### src/hw/rtl/dst_pkg.sv
// ----------------------------------------------------------------------------
// dst_pkg
// Shared types and constants of the device scan table.
// ----------------------------------------------------------------------------
package dst_pkg;

    localparam int ADDR_W        = 48;
    localparam int KIND_W        = 4;
    localparam int STR_W         = 8;
    localparam int CMD_W         = 2;
    localparam int STATUS_W      = 3;
    localparam int SLOT_W        = 6;
    localparam int DEFAULT_DEPTH = 64;

    localparam logic signed [STR_W-1:0] FLOOR_RESET = -8'sd127;

    typedef enum logic [CMD_W-1:0] {
        CMD_REPORT  = 2'd0,
        CMD_CLOSEST = 2'd1,
        CMD_DRAIN   = 2'd2,
        CMD_CLEAR   = 2'd3
    } t_cmd;

    typedef enum logic [STATUS_W-1:0] {
        ST_ADDED    = 3'd0,
        ST_UPDATED  = 3'd1,
        ST_REJECTED = 3'd2,
        ST_READOUT  = 3'd3,
        ST_CLEARED  = 3'd4,
        ST_CLOSEST  = 3'd5,
        ST_EMPTY    = 3'd6
    } t_status;

    typedef enum logic [2:0] {
        S_IDLE,
        S_START,
        S_SCAN,
        S_FIN,
        S_DRD,
        S_DOUT
    } t_state;

    typedef struct packed {
        logic        [ADDR_W-1:0] addr;
        logic        [KIND_W-1:0] kind;
        logic signed [STR_W-1:0]  strength;
    } t_entry;

    typedef struct packed {
        t_status           status;
        logic [SLOT_W-1:0] slot;
        t_entry            entry;
        logic              last;
    } t_result;

endpackage

### src/hw/rtl/dst_entry_ram.sv
// ----------------------------------------------------------------------------
// dst_entry_ram
// Entry store: one write port, one read port, registered read data.
// ----------------------------------------------------------------------------
module dst_entry_ram #(
    parameter int TABLE_DEPTH = dst_pkg::DEFAULT_DEPTH,
    parameter int IDX_W       = $clog2(TABLE_DEPTH)
) (
    input  logic                i_clk,
    input  logic                i_wr_en,
    input  logic [IDX_W-1:0]    i_wr_addr,
    input  dst_pkg::t_entry     i_wr_data,
    input  logic                i_rd_en,
    input  logic [IDX_W-1:0]    i_rd_addr,
    output dst_pkg::t_entry     o_rd_data
);

    dst_pkg::t_entry r_mem [TABLE_DEPTH];
    dst_pkg::t_entry r_rd_data;

    always_ff @(posedge i_clk) begin
        if (i_wr_en) begin
            r_mem[i_wr_addr] <= i_wr_data;
        end
        if (i_rd_en) begin
            r_rd_data <= r_mem[i_rd_addr];
        end
    end

    assign o_rd_data = r_rd_data;

endmodule

### src/hw/rtl/dedup_scan_table.sv
// ----------------------------------------------------------------------------
// dedup_scan_table
// Deduplicating table of radio devices keyed by address, with a strength
// floor, closest-device query, drain and clear.
// ----------------------------------------------------------------------------
//  channel   | direction | handshake                   | payload
//  ----------+-----------+-----------------------------+-------------------------------
//  request   | in        | i_in_valid / o_in_ready     | cmd, dev_addr, dev_kind, strength
//  result    | out       | o_out_valid / i_out_ready   | status, slot, addr, kind, strength, last
//  config    | in        | i_cfg_we                    | i_cfg_data (strength floor)
//
//  Report and closest: the result waits on the walk over the entry memory (one read
//  a cycle, registered read data). Reject, clear and empty answer without a walk.
//  Drain: for each filled entry, one memory read then one result.
//  Reset: synchronous; the table is empty at once (fill count), no clearing pass.
//  A full result register holds the sequencer until the result is taken; a new
//  request is taken while the last result still waits.
// ----------------------------------------------------------------------------
module dedup_scan_table #(
    parameter int TABLE_DEPTH = dst_pkg::DEFAULT_DEPTH
) (
    input  logic                              i_clk,
    input  logic                              i_rst_n,
    input  logic                              i_cfg_we,
    input  logic signed [dst_pkg::STR_W-1:0]  i_cfg_data,
    input  logic                              i_in_valid,
    output logic                              o_in_ready,
    input  logic [dst_pkg::CMD_W-1:0]         i_cmd,
    input  logic [dst_pkg::ADDR_W-1:0]        i_dev_addr,
    input  logic [dst_pkg::KIND_W-1:0]        i_dev_kind,
    input  logic signed [dst_pkg::STR_W-1:0]  i_strength,
    output logic                              o_out_valid,
    input  logic                              i_out_ready,
    output logic [dst_pkg::STATUS_W-1:0]      o_status,
    output logic [dst_pkg::SLOT_W-1:0]        o_slot,
    output logic [dst_pkg::ADDR_W-1:0]        o_out_addr,
    output logic [dst_pkg::KIND_W-1:0]        o_out_kind,
    output logic signed [dst_pkg::STR_W-1:0]  o_out_strength,
    output logic                              o_last
);

    localparam int IW = $clog2(TABLE_DEPTH);
    localparam int FW = $clog2(TABLE_DEPTH + 1);
    localparam logic [FW-1:0] FILL_FULL = FW'(TABLE_DEPTH);

    dst_pkg::t_state  r_state, n_state;
    dst_pkg::t_cmd    r_cmd, n_cmd;
    dst_pkg::t_entry  r_req, n_req;
    dst_pkg::t_entry  r_best, n_best;
    logic [IW-1:0]    r_best_idx, n_best_idx;
    logic             r_hit, n_hit;
    logic [FW-1:0]    r_idx, n_idx;
    logic             r_pend, n_pend;
    logic [IW-1:0]    r_pidx, n_pidx;
    logic [FW-1:0]    r_fill, n_fill;
    logic [IW-1:0]    r_wp, n_wp;
    logic signed [dst_pkg::STR_W-1:0] r_floor;
    logic             r_o_valid;
    dst_pkg::t_result r_res, n_res;
    logic             res_load;

    logic             rd_en, wr_en;
    logic [IW-1:0]    rd_addr, wr_addr;
    dst_pkg::t_entry  rd_data, wr_data;

    logic             in_accept, o_free;
    logic [FW-1:0]    wp_next;

    dst_entry_ram #(
        .TABLE_DEPTH (TABLE_DEPTH),
        .IDX_W       (IW)
    ) u_ram (
        .i_clk     (i_clk),
        .i_wr_en   (wr_en),
        .i_wr_addr (wr_addr),
        .i_wr_data (wr_data),
        .i_rd_en   (rd_en),
        .i_rd_addr (rd_addr),
        .o_rd_data (rd_data)
    );

    assign o_in_ready = (r_state == dst_pkg::S_IDLE);
    assign in_accept  = i_in_valid && o_in_ready;
    assign o_free     = !r_o_valid || i_out_ready;
    assign wp_next    = FW'(r_wp) + FW'(1);

    always_ff @(posedge i_clk) begin
        if (!i_rst_n) begin
            r_state   <= dst_pkg::S_IDLE;
            r_fill    <= '0;
            r_wp      <= '0;
            r_floor   <= dst_pkg::FLOOR_RESET;
            r_o_valid <= 1'b0;
            r_pend    <= 1'b0;
        end else begin
            r_state <= n_state;
            r_fill  <= n_fill;
            r_wp    <= n_wp;
            r_pend  <= n_pend;
            if (i_cfg_we) begin
                r_floor <= i_cfg_data;
            end
            if (res_load) begin
                r_o_valid <= 1'b1;
            end else if (i_out_ready) begin
                r_o_valid <= 1'b0;
            end
        end
    end

    always_ff @(posedge i_clk) begin
        r_cmd      <= n_cmd;
        r_req      <= n_req;
        r_best     <= n_best;
        r_best_idx <= n_best_idx;
        r_hit      <= n_hit;
        r_idx      <= n_idx;
        r_pidx     <= n_pidx;
        if (res_load) begin
            r_res <= n_res;
        end
    end

    always_comb begin
        n_state    = r_state;
        n_cmd      = r_cmd;
        n_req      = r_req;
        n_best     = r_best;
        n_best_idx = r_best_idx;
        n_hit      = r_hit;
        n_idx      = r_idx;
        n_pend     = 1'b0;
        n_pidx     = r_pidx;
        n_fill     = r_fill;
        n_wp       = r_wp;
        n_res      = '0;
        res_load   = 1'b0;
        rd_en      = 1'b0;
        rd_addr    = r_idx[IW-1:0];
        wr_en      = 1'b0;
        wr_addr    = r_wp;
        wr_data    = r_req;

        unique case (r_state)
            dst_pkg::S_IDLE: begin
                if (in_accept) begin
                    n_cmd          = dst_pkg::t_cmd'(i_cmd);
                    n_req.addr     = i_dev_addr;
                    n_req.kind     = i_dev_kind;
                    n_req.strength = i_strength;
                    n_state        = dst_pkg::S_START;
                end
            end

            dst_pkg::S_START: begin
                n_idx = '0;
                n_hit = 1'b0;
                priority if (r_cmd == dst_pkg::CMD_REPORT
                             && r_req.strength <= r_floor) begin
                    if (o_free) begin
                        res_load     = 1'b1;
                        n_res.status = dst_pkg::ST_REJECTED;
                        n_res.entry  = r_req;
                        n_res.last   = 1'b1;
                        n_state      = dst_pkg::S_IDLE;
                    end
                end else if (r_cmd == dst_pkg::CMD_REPORT) begin
                    n_state = dst_pkg::S_SCAN;
                end else if (r_cmd == dst_pkg::CMD_CLEAR || r_fill == '0) begin
                    if (o_free) begin
                        res_load     = 1'b1;
                        n_res.status = (r_cmd == dst_pkg::CMD_CLEAR) ?
                                       dst_pkg::ST_CLEARED : dst_pkg::ST_EMPTY;
                        n_res.last   = 1'b1;
                        n_state      = dst_pkg::S_IDLE;
                        if (r_cmd == dst_pkg::CMD_CLEAR) begin
                            n_fill = '0;
                            n_wp   = '0;
                        end
                    end
                end else if (r_cmd == dst_pkg::CMD_CLOSEST) begin
                    n_state = dst_pkg::S_SCAN;
                end else begin
                    n_state = dst_pkg::S_DRD;
                end
            end

            dst_pkg::S_SCAN: begin
                // issue the next read
                if (r_idx < r_fill) begin
                    rd_en  = 1'b1;
                    n_idx  = r_idx + FW'(1);
                    n_pend = 1'b1;
                    n_pidx = r_idx[IW-1:0];
                end
                // evaluate the entry read last cycle
                if (r_pend) begin
                    if (r_cmd == dst_pkg::CMD_REPORT) begin
                        if (rd_data.addr == r_req.addr) begin
                            n_hit      = 1'b1;
                            n_best     = rd_data;
                            n_best_idx = r_pidx;
                            n_state    = dst_pkg::S_FIN;
                        end
                    end else if (r_pidx == '0
                                 || $signed(rd_data.strength) > $signed(r_best.strength)) begin
                        n_best     = rd_data;
                        n_best_idx = r_pidx;
                    end
                end else if (r_idx >= r_fill) begin
                    n_state = dst_pkg::S_FIN;
                end
            end

            dst_pkg::S_FIN: begin
                if (o_free) begin
                    res_load   = 1'b1;
                    n_res.last = 1'b1;
                    n_state    = dst_pkg::S_IDLE;
                    priority if (r_cmd == dst_pkg::CMD_CLOSEST) begin
                        n_res.status = dst_pkg::ST_CLOSEST;
                        n_res.slot   = dst_pkg::SLOT_W'(r_best_idx);
                        n_res.entry  = r_best;
                    end else if (r_hit) begin
                        wr_en                = 1'b1;
                        wr_addr              = r_best_idx;
                        wr_data              = r_best;
                        wr_data.strength     = r_req.strength;
                        n_res.status         = dst_pkg::ST_UPDATED;
                        n_res.slot           = dst_pkg::SLOT_W'(r_best_idx);
                        n_res.entry          = r_best;
                        n_res.entry.strength = r_req.strength;
                    end else begin
                        wr_en        = 1'b1;
                        n_res.status = dst_pkg::ST_ADDED;
                        n_res.slot   = dst_pkg::SLOT_W'(r_wp);
                        n_res.entry  = r_req;
                        if (wp_next < FILL_FULL) begin
                            n_wp = wp_next[IW-1:0];
                            if (wp_next > r_fill) begin
                                n_fill = wp_next;
                            end
                        end else begin
                            n_wp   = '0;
                            n_fill = FILL_FULL;
                        end
                    end
                end
            end

            dst_pkg::S_DRD: begin
                rd_en   = 1'b1;
                n_state = dst_pkg::S_DOUT;
            end

            dst_pkg::S_DOUT: begin
                if (o_free) begin
                    res_load     = 1'b1;
                    n_res.status = dst_pkg::ST_READOUT;
                    n_res.slot   = dst_pkg::SLOT_W'(r_idx[IW-1:0]);
                    n_res.entry  = rd_data;
                    n_res.last   = ((r_idx + FW'(1)) == r_fill);
                    if (n_res.last) begin
                        n_fill  = '0;
                        n_wp    = '0;
                        n_state = dst_pkg::S_IDLE;
                    end else begin
                        n_idx   = r_idx + FW'(1);
                        n_state = dst_pkg::S_DRD;
                    end
                end
            end

            default: begin
                n_state = dst_pkg::S_IDLE;
            end
        endcase
    end

    assign o_out_valid    = r_o_valid;
    assign o_status       = r_res.status;
    assign o_slot         = r_res.slot;
    assign o_out_addr     = r_res.entry.addr;
    assign o_out_kind     = r_res.entry.kind;
    assign o_out_strength = r_res.entry.strength;
    assign o_last         = r_res.last;

`ifndef SYNTH
    a_fill_bound: assert property (@(posedge i_clk) disable iff (!i_rst_n)
        r_fill <= FILL_FULL)
        else $error("fill count beyond table depth");

    a_wp_tracks_fill: assert property (@(posedge i_clk) disable iff (!i_rst_n)
        (r_fill != FILL_FULL) |-> (FW'(r_wp) == r_fill))
        else $error("write pointer and fill count out of step");

    a_no_result_overwrite: assert property (@(posedge i_clk) disable iff (!i_rst_n)
        res_load |-> (!r_o_valid || i_out_ready))
        else $error("pending result overwritten");

    a_request_starts: assert property (@(posedge i_clk) disable iff (!i_rst_n)
        in_accept |=> (r_state == dst_pkg::S_START))
        else $error("accepted request not started");
`endif

endmodule
### config.mk
export PLATFORM = sky130hd
export DESIGN_NAME = dedup_scan_table
export DESIGN_NICKNAME = d
export VERILOG_FILES = /design/src/hw/rtl/dst_pkg.sv /design/src/hw/rtl/dst_entry_ram.sv /design/src/hw/rtl/dedup_scan_table.sv
export SDC_FILE = /design/constraint.sdc
export NUM_CORES = 2
export LEC_CHECK = 0
export ABC_CLOCK_PERIOD_IN_PS = 11400
export BUFFER_PORTS_ARGS = -buffer_cell sky130_fd_sc_hd__buf_2
export CAP_MARGIN = 20
export CORE_MARGIN = 4
export CORE_UTILIZATION = 40
export DETAILED_ROUTE_END_ITERATION = 16
export PLACE_DENSITY = 0.56
export SYNTH_ARGS = -nofsm -noshare
export SYNTH_HDL_FRONTEND = slang
export SYNTH_SLANG_ARGS = --single-unit
### constraint.sdc
create_clock -name i_clk -period 11.4 [get_ports i_clk]
set_input_delay 1.14 -clock i_clk [delete_from_list [all_inputs] [get_ports i_clk]]
set_output_delay 1.14 -clock i_clk [all_outputs]
set_load 0.01 [all_outputs]
# ---- Yosys cells after proc, flatten, opt, wreduce, memory -nomap -nowiden
# Memory sizes are Yosys's and may differ from the RTL's. A register that Yosys moved wholly into a read port is not among the register bits.
# Cells that the tools add are included.
dict set report totals {
  ff_bits 238
  ram_bits 3840
  in_bits 75
  mem_count 1
}
# name depth width read_ports rd_ports_with_merged_regs wr line
set mem_list {}
lappend mem_list {u_ram.r_mem 64 60 1 1 1 dst_entry_ram.sv:18} ;# dst_pkg::t_entry r_mem [TABLE_DEPTH];
dict set report op_classes {
  n_addsub 2
  magnitude_cmp 6
  n_eq_ne 30
  n_mux 90
  n_reduce_logical 25
}
# op n
set ops {}
lappend ops {{60-bit 2-to-1 mux} 8}
lappend ops {{61-bit one-hot mux with 3 select lines} 1}
lappend ops {{69-bit 2-to-1 mux} 2}
lappend ops {{6-bit 2-to-1 mux} 18}
lappend ops {{7-bit 2-to-1 mux} 15}
lappend ops {{70-bit 2-to-1 mux} 1}
lappend ops {{67-bit 2-to-1 mux} 1}
lappend ops {{61-bit 2-to-1 mux} 1}
lappend ops {{48-bit == test} 1}
lappend ops {{3-bit 2-to-1 mux} 16}
lappend ops {{7-bit one-hot mux with 3 select lines} 2}
lappend ops {{2-bit != test, second input constant} 15}
lappend ops {{3-bit one-hot mux with 6 select lines} 1}
lappend ops {{6-bit one-hot mux with 3 select lines} 1}
lappend ops {{1-bit 2-to-1 mux} 16}
lappend ops {{3-bit != test, second input constant} 4}
lappend ops {{6-bit one-hot mux with 2 select lines} 1}
lappend ops {{12-bit AND reduction} 1}
lappend ops {{4-bit AND reduction} 3}
lappend ops {{11-bit AND reduction} 1}
lappend ops {{3-bit one-hot mux with 3 select lines} 1}
lappend ops {{8-bit greater-than comparator} 1}
lappend ops {{8-bit <= comparator} 1}
lappend ops {{6-bit by 1-bit adder with 7-bit output, second input constant} 1}
lappend ops {{26 further kinds} 40}

# ---- Depth between registers and ports, before layout
dict set report logic_depth {
  ltp_word 8
  depth_mapped 12
}

# ---- By module
# From an unflattened synthesis, not the netlist that was laid out.
dict set report hier_totals {
  hier_cells 7076
  hier_area_um2 158199.2
}
# mod n_inst cells_per_inst area_per_inst_um2
set by_module_without_submodules {}
lappend by_module_without_submodules {dst_entry_ram 1 6203 147046.0}
lappend by_module_without_submodules {dedup_scan_table 1 873 11153.2}

# ---- Least setup slack after synthesis
# No wires, ideal clock.
dict set report synth_timing {
  path_type {input-to-reg}
  from {input port i_out_ready}
  to {register r_res, in the netlist o_last, enable pin}
  setup_time_ns 0.595
  t_arrival_ns 6.425
  path_slack_ns 4.380
  path_stages 3
  path_buffers 0
  cell_sequence {nand2b_1 > nand2_1 > o21ai_0}
}
dict set report synth_via {
  elab_chain_cells 6
}
# item line
set synth_lines {}
lappend synth_lines {{start, declared} dedup_scan_table.sv:33} ;# input logic i_out_ready,
lappend synth_lines {{1-bit logical OR *} dedup_scan_table.sv:84} ;# assign o_free = !r_o_valid || i_out_ready;
lappend synth_lines {{1-bit 2-to-1 mux *} -}
lappend synth_lines {{1-bit 2-to-1 mux} dedup_scan_table.sv:169} ;# end else if (r_cmd == dst_pkg::CMD_CLEAR || r_fill == '0) begin
lappend synth_lines {{1-bit 2-to-1 mux} dedup_scan_table.sv:167} ;# end else if (r_cmd == dst_pkg::CMD_REPORT) begin
lappend synth_lines {{1-bit 2-to-1 mux} dedup_scan_table.sv:158} ;# priority if (r_cmd == dst_pkg::CMD_REPORT
lappend synth_lines {{1-bit one-hot mux with 2 select lines *} dedup_scan_table.sv:144} ;# unique case (r_state)
lappend synth_lines {{named net res_load} dedup_scan_table.sv:60} ;# logic res_load;
lappend synth_lines {{end signal, assigned} dedup_scan_table.sv:120} ;# r_res <= n_res;
lappend synth_lines {{end, declared} dedup_scan_table.sv:59} ;# dst_pkg::t_result r_res, n_res;
# Mark *: on every way through the listed nets, which the timed path passes. The rest lies on a longest branch.
# A chain may end at the register's enable or synchronous reset.

# ---- Worst setup path in the final report
dict set report layout_timing {
  from {register r_state[1]}
  to {memory u_ram.r_mem[42][40] (netlist name), enable pin}
}
dict set report layout_via {
  elab_chain_cells 4
  elab_cells_between_ends 5
}
# item line
set layout_lines {}
lappend layout_lines {{start, declared} dedup_scan_table.sv:46} ;# dst_pkg::t_state r_state, n_state;
lappend layout_lines {{start signal, assigned} dedup_scan_table.sv:89} ;# r_state <= dst_pkg::S_IDLE;
lappend layout_lines {{start signal, assigned} dedup_scan_table.sv:96} ;# r_state <= n_state;
lappend layout_lines {{3-bit by 2-bit == test with 1-bit output *} dedup_scan_table.sv:144}
lappend layout_lines {{1-bit 2-to-1 mux} dedup_scan_table.sv:144}
lappend layout_lines {{1-bit 2-to-1 mux} dst_entry_ram.sv:22} ;# if (i_wr_en) begin
lappend layout_lines {{1-bit 2-to-1 mux (implied by the code)} dst_entry_ram.sv:23} ;# r_mem[i_wr_addr] <= i_wr_data;
lappend layout_lines {{end, declared} dst_entry_ram.sv:18}
# Every way passes the cells marked *; elsewhere a longest branch is shown, timed or not.

==> flow_summary.ini <==
[power_and_ir_drop]
p_sw_mw = 7.070
p_clk_share_pct = 41.5
power.total_mw = 32.42
power.internal_mw = 25.35
switching_share_pct = 21.81
p_seq_share_pct = 52.3
leakagePower_nw = 56.01
p_comb_share_pct = 6.2
worst_ir_drop_vdd_mv = 0.1243
p_per_area_nw_per_um2 = 180.0

[worst_hold_path]
hold_class = in2reg

[timing]
hold_ws_ns = 0.3417
slew_violations = 0
finalCritPeriodShare_pct = 50.61
worst_pin_slew_ns = 1.148
setup-violations-final = 0
hold_violations = 0
max_freq_mhz = 173.3
slew_headroom_pct = 23.32
tns_ns = 0
clock_skew_ns = 0.1100
rsz0062_at_grt = false
fin_crit_ns = 5.770

[synthesis]
yosys_warnings = 0
synth_top_cells_by_count = edfxtp_1, mux4_2, nand2_1
synth_top_area_cell = edfxtp_1
synth_area_per_cell_um2 = 23.83
synth_xor_area_share_pct = 0.3663
synth_edf_count = 4112
async_reset_ff_share_pct = 0
synthSimpleGateAreaFrac_pct = 1.315
yosysMostFrequentCell = edfxtp_1
syn-num-nets = 6744
synthTopCellsByArea = edfxtp_1, mux4_2, nand2_1
synthesis.area_um2 = 158200
ys_seq_area_share_pct = 78.40
ys_ff_latch = 4138
synth_mux_area_share_pct = 17.18
synth_top_family_by_area = multiplexers
syn_inst = 6637
synth-adder-area-share_pct = 0.2531
synth_compound_area_share_pct = 1.369
ys_types = 61
synth_flop_cell = edfxtp_1
synth_top_area_share_pct = 78.07

[route]
first_pass_iters = 8
wire_per_inst_um = 34.27
ant_nets = 0
drtIter0Drc = 9710
vias_per_cell = 5.884
vias = 74615
drt_wl_total_mm = 434.6
drc = 0

[clock_network]
cts_root_buffer = clkbuf_16
cts_resized = 0
holdBufCountCts = 0
tritoncts = built
insertion_delay_ns = 0.99
path_clk_slew_ns = 0.06
h-tree-depth = 5
post_cts_buffers = 0
clockBufferDepth = 4
clock_sinks = 4138
cts_inserted_buffers = 421

[placed_design]
placed_cells = 11902
port_buffers = 146
place_congestion = 0.8018
placed_cell_area_um2 = 166700
dp_hpwl_mm = 238.5

[die]
io_pins = 147
initial_core_util_pct = 40.24
rows = 230
core_um2 = 393100
die_y_um = 636.8
die_area_um2 = 405500
dieWidth_um = 636.8

[worst_setup_path]
path_cells = and3b_1 -> and4_4 -> buf_4 -> a31oi_1 -> nand2b_1 -> nor2_4 -> buf_4
worstPathArrival_ns = 6.27
crit_slowest_cell = nor2_4
cpMostUsedCell = buf_4
criticalPathCategory = reg2reg
endpoint_kind = register
r2r_slack_ns = 5.63
required_ns = 11.90
cp_max_fo = 41
worstSetupStartpointType = register
cp_num_buf_inv = 2
cpLargestDelayFamily = simple AND/OR/NAND/NOR gates
slowest_delay_ns = 1.02

[global_routing]
grt_max_degree = 96
grt_pass1_vias = 75796
grt-ovfl-total = 0
grt_usage_pct = 21.09
grt_first_pass_wirelength_mm = 604.1
antenna_found_initial = 17

[job]
drv_cap = 0

[layout]
final-instance-count-excl-fill = 12681
area_growth_pct = 13.88
fin_nets = 7216
drive_gt1_share_pct = 30.14
postLayoutCellArea_um2 = 180100

[outcome]
status = complete, no violations
## placed cells by master, fill, tap and decap left out, types with 65 or more instances in the layout
| cell | instances |
|---|---|
| a22oi_1 | 121 |
| clkbuf_1 | 99 |
| mux4_2 | 1200 |
| edfxtp_1 | 4112 |
| clkbuf_16 | 428 |
| clkinv_2 | 65 |
| clkinv_1 | 103 |
| buf_4 | 227 |
| nor2_4 | 67 |
| inv_1 | 86 |
| nand2_1 | 270 |
| buf_2 | 146 |
## kinds of logic (layout without fill, tap and decap cells)
group                      after synthesis  in the layout
buffers and inverters                  433           1252
AOI/OAI and AO/OA                      281            281
DFF                                   4138           4138
adders and majority gates               32             32
xor gates and xnor gates                63             63
muxes                                 1214           1214
and+or+nand+nor                        476            476
other                                    0              5
## stage by stage
step	util [%]	worst slack [ns]
2_1_floorplan	-	4.380
3_3_place_gp	42.39	5.089
3_5_place_dp	42.40	5.064
4_1_cts	45.79	5.663
5_1_grt	45.82	5.479
6_report	45.82	5.630
## layout make-up
cell class	count	area, µm²
clock buffers	527	11080
inverters	86	322.8
clock inverters	243	2281
fillers	32470	213000
repair buffers	396	2902
well taps	5220	6531
flip-flops and latches	4138	124000
diodes	5	12.51
multi-input cells	2066	32990
## power groups by stage
stage	Sequential [mW]	Combinational, mW	Clock, mW
6_report	17.0	2.02	13.4
5_1_grt	16.9	2.13	14.3
4_1_cts	17.0	2.07	13.7
3_5_place_dp	17.3	2.06	0
3_3_place_gp	17.3	2.02	0
2_1_floorplan	17.3	1.21	0
## state kept, by name (all words and copies together), names as in the netlist
name,flops
o_out_kind,4
r_hit,1
r_wp,6
u_ram.r_mem,3840
r_idx,7
u_ram.o_rd_data,60
r_pend,1
o_status,3
r_floor,8
r_pidx,6
o_out_addr,48
r_best_idx,6
r_state,3
o_last,1
o_out_strength,8
r_cmd,2
o_slot,6
o_out_valid,1
r_best,60
r_fill,7
r_req,60
## per-layer routing
metal / global-route usage (%) / up-vias / routed length [µm]
met5: 0 / - / 17
met4: 6.543 / 4 / 14230
met3: 2.774 / 676 / 29000
met2: 36.21 / 3147 / 222300
met1: 28.08 / 41277 / 169000
li1: - / 29511 / -
## final timing paths
check	start	cells after the start	to
worst max-delay path	r_state[1]	7	u_ram.r_mem[42][40]
worst min-delay path	i_dev_addr[21]	1	r_req[33]
worst max register to register	r_state[1]	7	u_ram.r_mem[42][40]
worst min register to register	r_pidx[2]	0	r_best_idx[2]
Note: power is estimated with default switching activity, not from simulation.
